**src/rtl/kem_pkg.sv**
```systemverilog
// Shared types, constants and the fixed key table for the key event mapper.
// No dependencies; the files that use this package refer to it by scoped names.
`timescale 1ns / 1ps

package kem_pkg;

    // Matrix geometry
    localparam int ROW_COUNT = 8;
    localparam int ROW_W     = 3;
    localparam logic [ROW_W-1:0] SHIFT_ROW = 3'd7;

    // Key codes of the two shift keys
    localparam logic [7:0] CODE_LEFT_SHIFT  = 8'd117;
    localparam logic [7:0] CODE_RIGHT_SHIFT = 8'd118;

    // Bits of the held-shift pair and of the shift row
    localparam logic [1:0] HELD_LEFT      = 2'b01;
    localparam logic [1:0] HELD_RIGHT     = 2'b10;
    localparam logic [7:0] SHIFT_COL_LEFT = 8'h01;
    localparam logic [7:0] SHIFT_COLS_OFF = 8'hfc;

    // Result queue geometry
    localparam int QUEUE_DEPTH = 4;
    localparam int QPTR_W      = 2;
    localparam int QCNT_W      = 3;

    // One decoded table entry
    typedef struct packed {
        logic             present;
        logic [ROW_W-1:0] row;
        logic             force_shift;
        logic             drop_shift;
        logic [7:0]       mask;
    } t_rom_entry;

    // Everything one key event reports, queued as a single record
    typedef struct packed {
        logic             has_shift;
        logic [7:0]       shift_value;
        logic [ROW_W-1:0] row_idx;
        logic [7:0]       row_value;
    } t_result;

    typedef struct packed {
        logic    valid;
        t_result data;
    } t_q_push;

    function automatic t_rom_entry rom_ent(input logic [ROW_W-1:0] r, input logic [7:0] m,
                                           input logic f, input logic d);
        t_rom_entry e;
        e.present     = 1'b1;
        e.row         = r;
        e.force_shift = f;
        e.drop_shift  = d;
        e.mask        = m;
        return e;
    endfunction

    // Key table: zero-based row, column mask, force-shift and drop-shift flags
    function automatic t_rom_entry rom_lookup(input logic [7:0] code);
        t_rom_entry e;
        e = '0;
        unique case (code)
            8'd1:                     e = rom_ent(3'd6, 8'h80, 1'b0, 1'b0);
            8'd2, 8'd12:              e = rom_ent(3'd4, 8'h01, 1'b0, 1'b0);
            8'd3, 8'd13, 8'd102:      e = rom_ent(3'd4, 8'h02, 1'b0, 1'b0);
            8'd4, 8'd14, 8'd77:       e = rom_ent(3'd4, 8'h04, 1'b0, 1'b0);
            8'd5, 8'd15, 8'd99:       e = rom_ent(3'd4, 8'h08, 1'b0, 1'b0);
            8'd6, 8'd16, 8'd98:       e = rom_ent(3'd4, 8'h10, 1'b0, 1'b0);
            8'd7, 8'd17, 8'd101:      e = rom_ent(3'd4, 8'h20, 1'b0, 1'b0);
            8'd8, 8'd18, 8'd93:       e = rom_ent(3'd4, 8'h40, 1'b0, 1'b0);
            8'd9, 8'd19:              e = rom_ent(3'd4, 8'h80, 1'b0, 1'b0);
            8'd10, 8'd20, 8'd108:     e = rom_ent(3'd5, 8'h01, 1'b0, 1'b0);
            8'd11, 8'd21, 8'd109:     e = rom_ent(3'd5, 8'h02, 1'b0, 1'b0);
            8'd22, 8'd48:             e = rom_ent(3'd0, 8'h02, 1'b0, 1'b0);
            8'd23, 8'd49:             e = rom_ent(3'd0, 8'h04, 1'b0, 1'b0);
            8'd24, 8'd50:             e = rom_ent(3'd0, 8'h08, 1'b0, 1'b0);
            8'd25, 8'd51:             e = rom_ent(3'd0, 8'h10, 1'b0, 1'b0);
            8'd26, 8'd52:             e = rom_ent(3'd0, 8'h20, 1'b0, 1'b0);
            8'd27, 8'd53:             e = rom_ent(3'd0, 8'h40, 1'b0, 1'b0);
            8'd28, 8'd54:             e = rom_ent(3'd0, 8'h80, 1'b0, 1'b0);
            8'd29, 8'd55:             e = rom_ent(3'd1, 8'h01, 1'b0, 1'b0);
            8'd30, 8'd56:             e = rom_ent(3'd1, 8'h02, 1'b0, 1'b0);
            8'd31, 8'd57:             e = rom_ent(3'd1, 8'h04, 1'b0, 1'b0);
            8'd32, 8'd58:             e = rom_ent(3'd1, 8'h08, 1'b0, 1'b0);
            8'd33, 8'd59:             e = rom_ent(3'd1, 8'h10, 1'b0, 1'b0);
            8'd34, 8'd60:             e = rom_ent(3'd1, 8'h20, 1'b0, 1'b0);
            8'd35, 8'd61:             e = rom_ent(3'd1, 8'h40, 1'b0, 1'b0);
            8'd36, 8'd62:             e = rom_ent(3'd1, 8'h80, 1'b0, 1'b0);
            8'd37, 8'd63:             e = rom_ent(3'd2, 8'h01, 1'b0, 1'b0);
            8'd38, 8'd64:             e = rom_ent(3'd2, 8'h02, 1'b0, 1'b0);
            8'd39, 8'd65:             e = rom_ent(3'd2, 8'h04, 1'b0, 1'b0);
            8'd40, 8'd66:             e = rom_ent(3'd2, 8'h08, 1'b0, 1'b0);
            8'd41, 8'd67:             e = rom_ent(3'd2, 8'h10, 1'b0, 1'b0);
            8'd42, 8'd68:             e = rom_ent(3'd2, 8'h20, 1'b0, 1'b0);
            8'd43, 8'd69:             e = rom_ent(3'd2, 8'h40, 1'b0, 1'b0);
            8'd44, 8'd70:             e = rom_ent(3'd2, 8'h80, 1'b0, 1'b0);
            8'd45, 8'd71:             e = rom_ent(3'd3, 8'h01, 1'b0, 1'b0);
            8'd46, 8'd72:             e = rom_ent(3'd3, 8'h02, 1'b0, 1'b0);
            8'd47, 8'd73:             e = rom_ent(3'd3, 8'h04, 1'b0, 1'b0);
            8'd76:                    e = rom_ent(3'd4, 8'h80, 1'b1, 1'b0);
            8'd78:                    e = rom_ent(3'd5, 8'h20, 1'b1, 1'b0);
            8'd79:                    e = rom_ent(3'd5, 8'h20, 1'b0, 1'b0);
            8'd80:                    e = rom_ent(3'd5, 8'h20, 1'b0, 1'b1);
            8'd81, 8'd92:             e = rom_ent(3'd5, 8'h08, 1'b0, 1'b0);
            8'd82:                    e = rom_ent(3'd5, 8'h08, 1'b1, 1'b0);
            8'd83:                    e = rom_ent(3'd5, 8'h04, 1'b1, 1'b0);
            8'd84:                    e = rom_ent(3'd5, 8'h04, 1'b0, 1'b0);
            8'd85, 8'd133:            e = rom_ent(3'd6, 8'h02, 1'b0, 1'b0);
            8'd86:                    e = rom_ent(3'd5, 8'h80, 1'b0, 1'b1);
            8'd87, 8'd103:            e = rom_ent(3'd5, 8'h80, 1'b0, 1'b0);
            8'd88:                    e = rom_ent(3'd5, 8'h40, 1'b0, 1'b1);
            8'd89, 8'd111:            e = rom_ent(3'd5, 8'h40, 1'b0, 1'b0);
            8'd90:                    e = rom_ent(3'd5, 8'h04, 1'b0, 1'b1);
            8'd91, 8'd110:            e = rom_ent(3'd5, 8'h10, 1'b0, 1'b0);
            8'd95:                    e = rom_ent(3'd4, 8'h08, 1'b1, 1'b0);
            8'd96:                    e = rom_ent(3'd0, 8'h01, 1'b0, 1'b1);
            8'd117:                   e = rom_ent(3'd7, 8'h01, 1'b0, 1'b0);
            8'd118:                   e = rom_ent(3'd7, 8'h02, 1'b0, 1'b0);
            8'd121, 8'd122:           e = rom_ent(3'd7, 8'h04, 1'b0, 1'b0);
            8'd125, 8'd138:           e = rom_ent(3'd6, 8'h04, 1'b0, 1'b0);
            8'd132:                   e = rom_ent(3'd6, 8'h20, 1'b0, 1'b0);
            8'd141:                   e = rom_ent(3'd7, 8'h08, 1'b0, 1'b0);
            8'd143, 8'd144:           e = rom_ent(3'd6, 8'h01, 1'b0, 1'b0);
            8'd150, 8'd151:           e = rom_ent(3'd6, 8'h08, 1'b0, 1'b0);
            8'd152, 8'd153:           e = rom_ent(3'd6, 8'h10, 1'b0, 1'b0);
            8'd154, 8'd155:           e = rom_ent(3'd6, 8'h20, 1'b0, 1'b0);
            8'd156, 8'd157:           e = rom_ent(3'd6, 8'h40, 1'b0, 1'b0);
            8'd159:                   e = rom_ent(3'd7, 8'h10, 1'b0, 1'b0);
            8'd160:                   e = rom_ent(3'd7, 8'h20, 1'b0, 1'b0);
            8'd161:                   e = rom_ent(3'd7, 8'h40, 1'b0, 1'b0);
            8'd162:                   e = rom_ent(3'd4, 8'h01, 1'b1, 1'b0);
            default:                  e = '0;
        endcase
        return e;
    endfunction

endpackage

```
**src/rtl/kem_ram.sv**
```systemverilog
// Generic single-write, single-read RAM with a registered read port.
// No dependencies.
`timescale 1ns / 1ps

module kem_ram #(
    parameter int WIDTH = 8,
    parameter int DEPTH = 8
) (
    input  logic                     i_clk,
    input  logic                     i_we,
    input  logic [$clog2(DEPTH)-1:0] i_waddr,
    input  logic [WIDTH-1:0]         i_wdata,
    input  logic [$clog2(DEPTH)-1:0] i_raddr,
    output logic [WIDTH-1:0]         o_rdata
);

    logic [WIDTH-1:0] r_mem [DEPTH];
    logic [WIDTH-1:0] r_rdata;

    // Write, and register the read (old data on a same-address collision)
    always_ff @(posedge i_clk) begin
        if (i_we) begin
            r_mem[i_waddr] <= i_wdata;
        end
        r_rdata <= r_mem[i_raddr];
    end

    assign o_rdata = r_rdata;

endmodule

```
**src/rtl/kem_update.sv**
```systemverilog
// Row update engine: key table lookup, held-shift tracking and the
// read-modify-write of the matrix rows. Uses kem_pkg and kem_ram.
`timescale 1ns / 1ps

module kem_update (
    input  logic               i_clk,
    input  logic               i_rst_n,
    input  logic               i_cfg_we,
    input  logic               i_cfg_wdata,
    input  logic               i_in_fire,
    input  logic [7:0]         i_key_code,
    input  logic               i_pressed,
    output logic               o_s1_busy,
    output kem_pkg::t_q_push   o_push
);

    // Configuration and held-shift state
    logic       r_merge;
    logic [1:0] r_shift_held;
    logic [1:0] n_shift_held;

    // Row valid bits stand in for clearing the RAM at reset
    logic [kem_pkg::ROW_COUNT-1:0] r_row_valid;

    // Shift row lives in a register, the other rows in the RAM
    logic [7:0] r_shift_row;
    logic [7:0] n_shift_row;

    // Stage one: the event whose row read is returning
    logic                      r_s1_valid;
    logic [kem_pkg::ROW_W-1:0] r_s1_row;
    logic [7:0]                r_s1_mask;
    logic                      r_s1_force;
    logic                      r_s1_drop;
    logic                      r_s1_down;
    logic [1:0]                r_s1_held;
    logic                      r_s1_ram_ok;
    logic                      r_s1_fwd;
    logic [7:0]                r_fwd_data;

    logic [7:0]          code_eff;
    kem_pkg::t_rom_entry ent;
    logic [7:0]          ram_rdata;
    logic                ram_we;
    logic [7:0]          old_row;
    logic [7:0]          key_new;
    logic [7:0]          shift_base;

    // Fold right shift onto left shift when asked, then look the code up
    always_comb begin
        code_eff = i_key_code;
        if (r_merge && (i_key_code == kem_pkg::CODE_RIGHT_SHIFT)) begin
            code_eff = kem_pkg::CODE_LEFT_SHIFT;
        end
        ent = kem_pkg::rom_lookup(code_eff);
        n_shift_held = r_shift_held;
        if (code_eff == kem_pkg::CODE_LEFT_SHIFT) begin
            n_shift_held = i_pressed ? (r_shift_held | kem_pkg::HELD_LEFT)
                                     : (r_shift_held & kem_pkg::HELD_RIGHT);
        end
        if (code_eff == kem_pkg::CODE_RIGHT_SHIFT) begin
            n_shift_held = i_pressed ? (r_shift_held | kem_pkg::HELD_RIGHT)
                                     : (r_shift_held & kem_pkg::HELD_LEFT);
        end
    end

    kem_ram #(
        .WIDTH (8),
        .DEPTH (kem_pkg::ROW_COUNT)
    ) u_row_ram (
        .i_clk   (i_clk),
        .i_we    (ram_we),
        .i_waddr (r_s1_row),
        .i_wdata (key_new),
        .i_raddr (ent.row),
        .o_rdata (ram_rdata)
    );

    // Modify the row, then apply the shift flags to the shift row
    always_comb begin
        priority if (r_s1_row == kem_pkg::SHIFT_ROW) begin
            old_row = r_shift_row;
        end else if (r_s1_fwd) begin
            old_row = r_fwd_data;
        end else if (r_s1_ram_ok) begin
            old_row = ram_rdata;
        end else begin
            old_row = '0;
        end
        key_new = r_s1_down ? (old_row | r_s1_mask) : (old_row & ~r_s1_mask);
        shift_base = (r_s1_row == kem_pkg::SHIFT_ROW) ? key_new : r_shift_row;
        n_shift_row = shift_base;
        if (r_s1_down) begin
            if (r_s1_force) begin
                n_shift_row = n_shift_row | kem_pkg::SHIFT_COL_LEFT;
            end
            if (r_s1_drop) begin
                n_shift_row = n_shift_row & kem_pkg::SHIFT_COLS_OFF;
            end
        end else if (r_s1_force || r_s1_drop) begin
            n_shift_row = (shift_base & kem_pkg::SHIFT_COLS_OFF) | {6'b0, r_s1_held};
        end
        ram_we = r_s1_valid && (r_s1_row != kem_pkg::SHIFT_ROW);
    end

    // Hold control state, advance stage one
    always_ff @(posedge i_clk) begin
        if (!i_rst_n) begin
            r_merge      <= 1'b0;
            r_shift_held <= '0;
            r_row_valid  <= '0;
            r_shift_row  <= '0;
            r_s1_valid   <= 1'b0;
        end else begin
            if (i_cfg_we) begin
                r_merge <= i_cfg_wdata;
            end
            if (i_in_fire) begin
                r_shift_held <= n_shift_held;
            end
            if (ram_we) begin
                r_row_valid[r_s1_row] <= 1'b1;
            end
            if (r_s1_valid) begin
                r_shift_row <= n_shift_row;
            end
            r_s1_valid <= i_in_fire && ent.present;
        end
    end

    // Stage one payload, with forwarding of a write that races the read
    always_ff @(posedge i_clk) begin
        if (i_in_fire) begin
            r_s1_row    <= ent.row;
            r_s1_mask   <= ent.mask;
            r_s1_force  <= ent.force_shift;
            r_s1_drop   <= ent.drop_shift;
            r_s1_down   <= i_pressed;
            r_s1_held   <= n_shift_held;
            r_s1_ram_ok <= r_row_valid[ent.row];
            r_s1_fwd    <= ram_we && (r_s1_row == ent.row);
            r_fwd_data  <= key_new;
        end
    end

    assign o_s1_busy             = r_s1_valid;
    assign o_push.valid          = r_s1_valid;
    assign o_push.data.has_shift = r_s1_force || r_s1_drop;
    assign o_push.data.shift_value = n_shift_row;
    assign o_push.data.row_idx   = r_s1_row;
    assign o_push.data.row_value = (r_s1_row == kem_pkg::SHIFT_ROW) ? n_shift_row : key_new;

endmodule

```
**src/rtl/kem_outq.sv**
```systemverilog
// Result queue: holds one record per key event and plays it out as one or
// two output transactions. Uses kem_pkg.
`timescale 1ns / 1ps

module kem_outq (
    input  logic                        i_clk,
    input  logic                        i_rst_n,
    input  kem_pkg::t_q_push            i_push,
    output logic [kem_pkg::QCNT_W-1:0]  o_count,
    output logic                        o_valid,
    input  logic                        i_stall,
    output logic [2:0]                  o_row_index,
    output logic [7:0]                  o_row_value,
    output logic                        o_last
);

    kem_pkg::t_result r_q [kem_pkg::QUEUE_DEPTH];
    logic [kem_pkg::QPTR_W-1:0] r_wr_ptr;
    logic [kem_pkg::QPTR_W-1:0] r_rd_ptr;
    logic [kem_pkg::QCNT_W-1:0] r_count;
    logic                       r_phase;

    kem_pkg::t_result head;
    logic             show_shift;
    logic             out_fire;
    logic             pop;

    // Present the shift row first when the head record carries one
    always_comb begin
        head       = r_q[r_rd_ptr];
        show_shift = head.has_shift && !r_phase;
        out_fire   = o_valid && !i_stall;
        pop        = out_fire && !show_shift;
    end

    assign o_valid     = (r_count != '0);
    assign o_row_index = show_shift ? kem_pkg::SHIFT_ROW : head.row_idx;
    assign o_row_value = show_shift ? head.shift_value : head.row_value;
    assign o_last      = !show_shift;
    assign o_count     = r_count;

    // Advance pointers, count and phase
    always_ff @(posedge i_clk) begin
        if (!i_rst_n) begin
            r_wr_ptr <= '0;
            r_rd_ptr <= '0;
            r_count  <= '0;
            r_phase  <= 1'b0;
        end else begin
            if (i_push.valid) begin
                r_wr_ptr <= r_wr_ptr + 1'b1;
            end
            if (pop) begin
                r_rd_ptr <= r_rd_ptr + 1'b1;
            end
            if (out_fire) begin
                r_phase <= show_shift;
            end
            unique case ({i_push.valid, pop})
                2'b10:   r_count <= r_count + 1'b1;
                2'b01:   r_count <= r_count - 1'b1;
                default: r_count <= r_count;
            endcase
        end
    end

    // Store the record
    always_ff @(posedge i_clk) begin
        if (i_push.valid) begin
            r_q[r_wr_ptr] <= i_push.data;
        end
    end

endmodule

```
**src/rtl/key_event_to_matrix_mapper.sv**
```systemverilog
// Key event to keyboard matrix mapper: top level. Uses kem_pkg, kem_update and kem_outq.
//
// Input channel (i_valid / o_stall): one key event per transaction, a key code
// and a pressed flag. Output channel (o_valid / i_stall): matrix row reports,
// each a row index, the row's new value and a last flag.
// An event whose code has no table entry gives no transaction. An ordinary key
// gives one transaction (last = 1). A key with a force-shift or drop-shift flag
// gives two: the shift row (row 7, last = 0), then the key's row (last = 1).
// The first report is presented once the event has passed stage one and entered
// the result queue. The row RAM is read at acceptance and written back in the
// following cycle; a write that collides with the next event's read is forwarded.
// Throughput: one event per cycle for ordinary keys while the output is taken
// every cycle; a flagged key needs two reports on the single output port.
// Reset (synchronous, active low) clears the matrix, the held shift keys and the
// merge setting at once through per-row valid bits; o_stall is high during reset.
// When the receiver stalls, the current report holds; o_stall rises once three
// events, the reported one included, are queued or in flight.
// i_cfg_we / i_cfg_wdata write the merge-right-shift setting; write only idle.
`timescale 1ns / 1ps

module key_event_to_matrix_mapper (
    input  logic       i_clk,
    input  logic       i_rst_n,
    input  logic       i_cfg_we,
    input  logic       i_cfg_wdata,
    input  logic       i_valid,
    output logic       o_stall,
    input  logic [7:0] i_key_code,
    input  logic       i_pressed,
    output logic       o_valid,
    input  logic       i_stall,
    output logic [2:0] o_row_index,
    output logic [7:0] o_row_value,
    output logic       o_last
);

    logic                       in_fire;
    logic                       s1_busy;
    kem_pkg::t_q_push           push;
    logic [kem_pkg::QCNT_W-1:0] q_count;
    logic [kem_pkg::QCNT_W-1:0] q_claimed;

    // Hold off input unless the queue has room for the event in flight too
    assign q_claimed = q_count + {{(kem_pkg::QCNT_W-1){1'b0}}, s1_busy};
    assign o_stall   = !i_rst_n || (q_claimed >= kem_pkg::QCNT_W'(kem_pkg::QUEUE_DEPTH - 1));
    assign in_fire   = i_valid && !o_stall;

    kem_update u_update (
        .i_clk       (i_clk),
        .i_rst_n     (i_rst_n),
        .i_cfg_we    (i_cfg_we),
        .i_cfg_wdata (i_cfg_wdata),
        .i_in_fire   (in_fire),
        .i_key_code  (i_key_code),
        .i_pressed   (i_pressed),
        .o_s1_busy   (s1_busy),
        .o_push      (push)
    );

    kem_outq u_outq (
        .i_clk       (i_clk),
        .i_rst_n     (i_rst_n),
        .i_push      (push),
        .o_count     (q_count),
        .o_valid     (o_valid),
        .i_stall     (i_stall),
        .o_row_index (o_row_index),
        .o_row_value (o_row_value),
        .o_last      (o_last)
    );

endmodule

```
**config.mk**
```make
export PLATFORM = sky130hd
export DESIGN_NAME = key_event_to_matrix_mapper
export DESIGN_NICKNAME = d
export VERILOG_FILES = /design/src/rtl/kem_pkg.sv /design/src/rtl/kem_ram.sv /design/src/rtl/kem_update.sv /design/src/rtl/kem_outq.sv /design/src/rtl/key_event_to_matrix_mapper.sv
export SDC_FILE = /design/constraint.sdc
export NUM_CORES = 1
export LEC_CHECK = 0
export BUFFER_PORTS_ARGS = -buffer_cell sky130_fd_sc_hd__buf_2
export CAP_MARGIN = 20
export CORE_MARGIN = 3
export CORE_UTILIZATION = 55
export DETAILED_ROUTE_END_ITERATION = 12
export PLACE_DENSITY = 0.79
export SLEW_MARGIN = 10
export SYNTH_ARGS = -nofsm -noshare
export SYNTH_HDL_FRONTEND = slang
export SYNTH_SLANG_ARGS = --single-unit
```
**constraint.sdc**
```tcl
create_clock -name i_clk -period 3.73 [get_ports i_clk]
set_input_delay 0.1865 -clock i_clk [delete_from_list [all_inputs] [get_ports i_clk]]
set_output_delay 0.1865 -clock i_clk [all_outputs]
set_load 0.01 [all_outputs]
```
==> run_results.csv <==
group,metric,value,unit
cts,htreeDepth,1,
timing,finalHoldViolCount,0,
power,leakage,3.956,nW
route,dr.first_iter.drc_count,825,
final_layout,antennaDiodeCount,0,
worst_hold_path,holdPathStages,4,
timing,fin_crit,2.925,ns
synthesis,synth_edf_count,170,
worst_hold_path,whs_endpoint,"u_outq.r_phase$_SDFFE_PN0P_",
route,viasPerCell,6.492,
synthesis,yosysTopAreaCell,"edfxtp_1",
placed_design,dp_hpwl,16480,µm
setup_path,r2r_start,"u_update.r_merge$_SDFFE_PN0P_",
setup_path,crit_buf_inv,1,
synthesis,ys_seq_elements,208,
power,netSwitchingFraction,23.19,%
synthesis,yosysSeqAreaShare,57.91,%
route,firstDrtPassIters,7,
route,route.detailed.drc,0,
setup_path,cp.required,3.98,ns
die,fp.dieH,141.7,µm
grt,grt_pass1_wl,38280,µm
grt,antenna_found_initial,0,
power,p_switching,1.257,mW
setup_path,crit_arrival,3.17,ns
setup_path,worstPathCellList,"and4b_4 > a21o_1 > inv_1 > ha_1 > o21ai_0 > a31o_1 > a41oi_1 > a311o_1 > o21a_1 > a22o_1 > a21oi_2",
setup_path,end_kind,"register",
synthesis,synth.most_common_cell,"edfxtp_1",
worst_hold_path,min_path_type,"in2reg",
synthesis,synthTopCellsByCount,"edfxtp_1 (170), nand2_1 (50), mux2i_1 (47), nor2_1 (43), dfxtp_1 (38)",
cts,clk_latency,0.50,ns
timing,fmax,0.3418,GHz
timing,fin_crit_sh,78.43,%
cts,cts_sinks,208,
die,num_rows,48,
power,power.internal,4.163,mW
timing,relSlewSlack,30.66,%
setup_path,crit_family,"compound AO/OA/AOI/OAI gates",
final_layout,ff_latch_area,5866,µm²
setup_path,crit_fanout,9,
timing,final-setup-viol-count,0,
grt,grt_pass1_vias,6817,
cts,clk_transition_reported_paths,0.06,ns
power,combPwrFrac,11.8,%
synthesis,synth_top_area_share,50.40,%
route,vias,6946,
power,seqPwrFrac,48.9,%
final_layout,nFillCells,1289,
placed_design,numPortBuffers,28,
die,die_area,20080,µm²
timing,clock-skew-final,0.02656,ns
timing,holdWs,0.03486,ns
synthesis,synth_warnings,0,
cts,clockBufferDepth,3,
final_layout,area_growth,11.69,%
synthesis,synth.distinct_cells,79,
cts,holdBufCountCts,3,
setup_path,startpoint,"u_update.r_merge$_SDFFE_PN0P_",
route,final_antenna_net_count,0,
synthesis,postSynthAreaPerCell,12.76,µm²
cts,root_buffer,"clkbuf_16",
final_layout,nets,861,
die,core_area,17660,µm²
flow_run,drv_cap,0,
cts,post_cts_buffers,0,
setup_path,reg2reg_slack,0.80,ns
synthesis,synth_cells,794,
die,start_util,57.37,%
grt,overflow,0,
grt,grt_max_degree,40,
setup_path,cpPeakStageDelay,0.42,ns
die,die_x,141.7,µm
timing,slew_violations,0,
timing,rsz0062_at_grt,"false",
final_layout,design_area,11310,µm²
synthesis,netlist_top_cells_area,"edfxtp_1 (50%), dfxtp_1 (7.5%), mux2i_1 (4.6%), mux4_2 (4.4%), mux2_2 (2.2%)",
synthesis,synth-async-reset-ratio,0,%
synthesis,netlist_area,10130,µm²
route,drt_wl_total,24480,µm
setup_path,cpMaxStageDelayCell,"o21a_1",
power,p_clk_share,39.4,%
die,io_pins,29,
status,status,"finished clean",
route,wl_per_cell,22.88,µm
power,cellPowerDensity,479.1,nW/µm²
final_layout,multi_input_area,3943,µm²
cts,cts_tree,"done",
power,ir_drop,0.0003449,V
setup_path,startpoint_type,"register",
placed_design,dpl_cell_area,10560,µm²
timing,tightest_slew,1.040,ns
setup_path,path_class,"reg2reg",
final_layout,final_util,64.07,%
final_layout,drive_gt1_share,19.64,%
setup_path,reg2reg_depth,11,
worst_hold_path,hp-start,"i_stall",
cts,cts_buffers,21,
timing,fin_tns_setup,0,ns
cts,cts_resized,0,
synthesis,synth_top_flop_cell,"edfxtp_1",
setup_path,reg2reg_to,"u_update.r_s1_ram_ok$_DFFE_PP_",
grt,track_usage,24.42,%
placed_design,gp_congestion,1.018,
[area by class of cell]
type                       count  area share (%)
timing repair buffer          64           3.760
tap                          225           2.488
clock buffer                  32           5.552
clock inverter                 6          0.7742
inverter                      22          0.7299
multi-input combinational    513           34.85
sequential                   208           51.85
[worst max path at each step]
stage,endpoint,slack (ns),cells past startpoint
after floorplan,u_update.r_s1_fwd$_DFFE_PP_,0.72,15
after global placement,u_update.r_s1_ram_ok$_DFFE_PP_,0.42,14
after detailed placement,u_update.r_s1_ram_ok$_DFFE_PP_,0.41,14
after CTS,u_outq.o_count[2]$_SDFFE_PN0P_,0.79,9
after global routing,u_outq.o_count[2]$_SDFFE_PN0P_,0.62,9
final,u_update.r_s1_ram_ok$_DFFE_PP_,0.80,11
[layer usage]
layer	vias to the layer above	global-route usage, %	part of all wire (%)
met3	46	5.022	8.9
met5	-	0	0
li1	3119	-	-
met2	362	40.01	48
met1	3419	33.65	41
met4	0	6.212	2.1
[cell usage in the layout, fill, tap and decap left out, drive strengths merged, types with 14 or more instances in the layout]
cell type,synthesis,layout
mux2,27,27
and2,14,14
mux4,20,20
inv,21,23
buf,23,61
a21oi,37,37
mux2i,47,47
nand2,50,50
edfxtp,170,170
dfxtp,38,38
ha,15,15
nor2,44,44
nor3,15,15
clkbuf,35,32
nor2b,21,21
o21ai,34,34
[through the flow]
stage	worst slack (ns)	std cells	power [mW]
2_1_floorplan	0.7185	801	3.121
3_3_place_gp	0.4158	1027	3.297
3_5_place_dp	0.4105	1028	3.319
4_1_cts	0.7866	1069	5.443
5_1_grt	0.6183	1070	5.607
6_report	0.8046	1070	5.420
[power by group through the flow]
stage	Sequential [mW]	Clock [mW]	Combinational, mW
after global routing	2.65	2.26	0.690
after floorplan	2.67	0	0.448
after global placement	2.69	0	0.606
after CTS	2.65	2.17	0.629
after detailed placement	2.70	0	0.621
final	2.65	2.13	0.637
[cells by family (layout without fill, tap and decap cells)]
logic type	Yosys count	count (layout)	share of synthesized area [%]
other	1	8	0.03702
flip-flops	208	208	57.91
adder cells (fa/ha/maj)	16	16	2.050
buffers and inverters	80	124	3.483
AND/OR/NAND/NOR	198	198	10.12
XOR/XNOR	9	9	0.7782
AO/OA/AOI/OAI	188	188	13.28
multiplexers	94	94	12.35
[flip-flops by register name, summed over array words and instances (netlist names), 8 cells and up, named ones only]
name	count
u_update.r_fwd_data	8
u_update.u_row_ram.r_mem	64
u_update.u_row_ram.o_rdata	8
u_update.r_row_valid	8
u_update.r_shift_row	8
u_outq.r_q	80
u_update.r_s1_mask	8
[worst min-delay path: cells and delay by family]
| family | cells | cell delay (ns) |
|---|---|---|
| and+or+nand+nor | 2 | 0.11 |
| buffers and inverters | 1 | 0.10 |
| AOI/OAI and AO/OA | 1 | 0.07 |
Power figures use the tool's default switching activity.
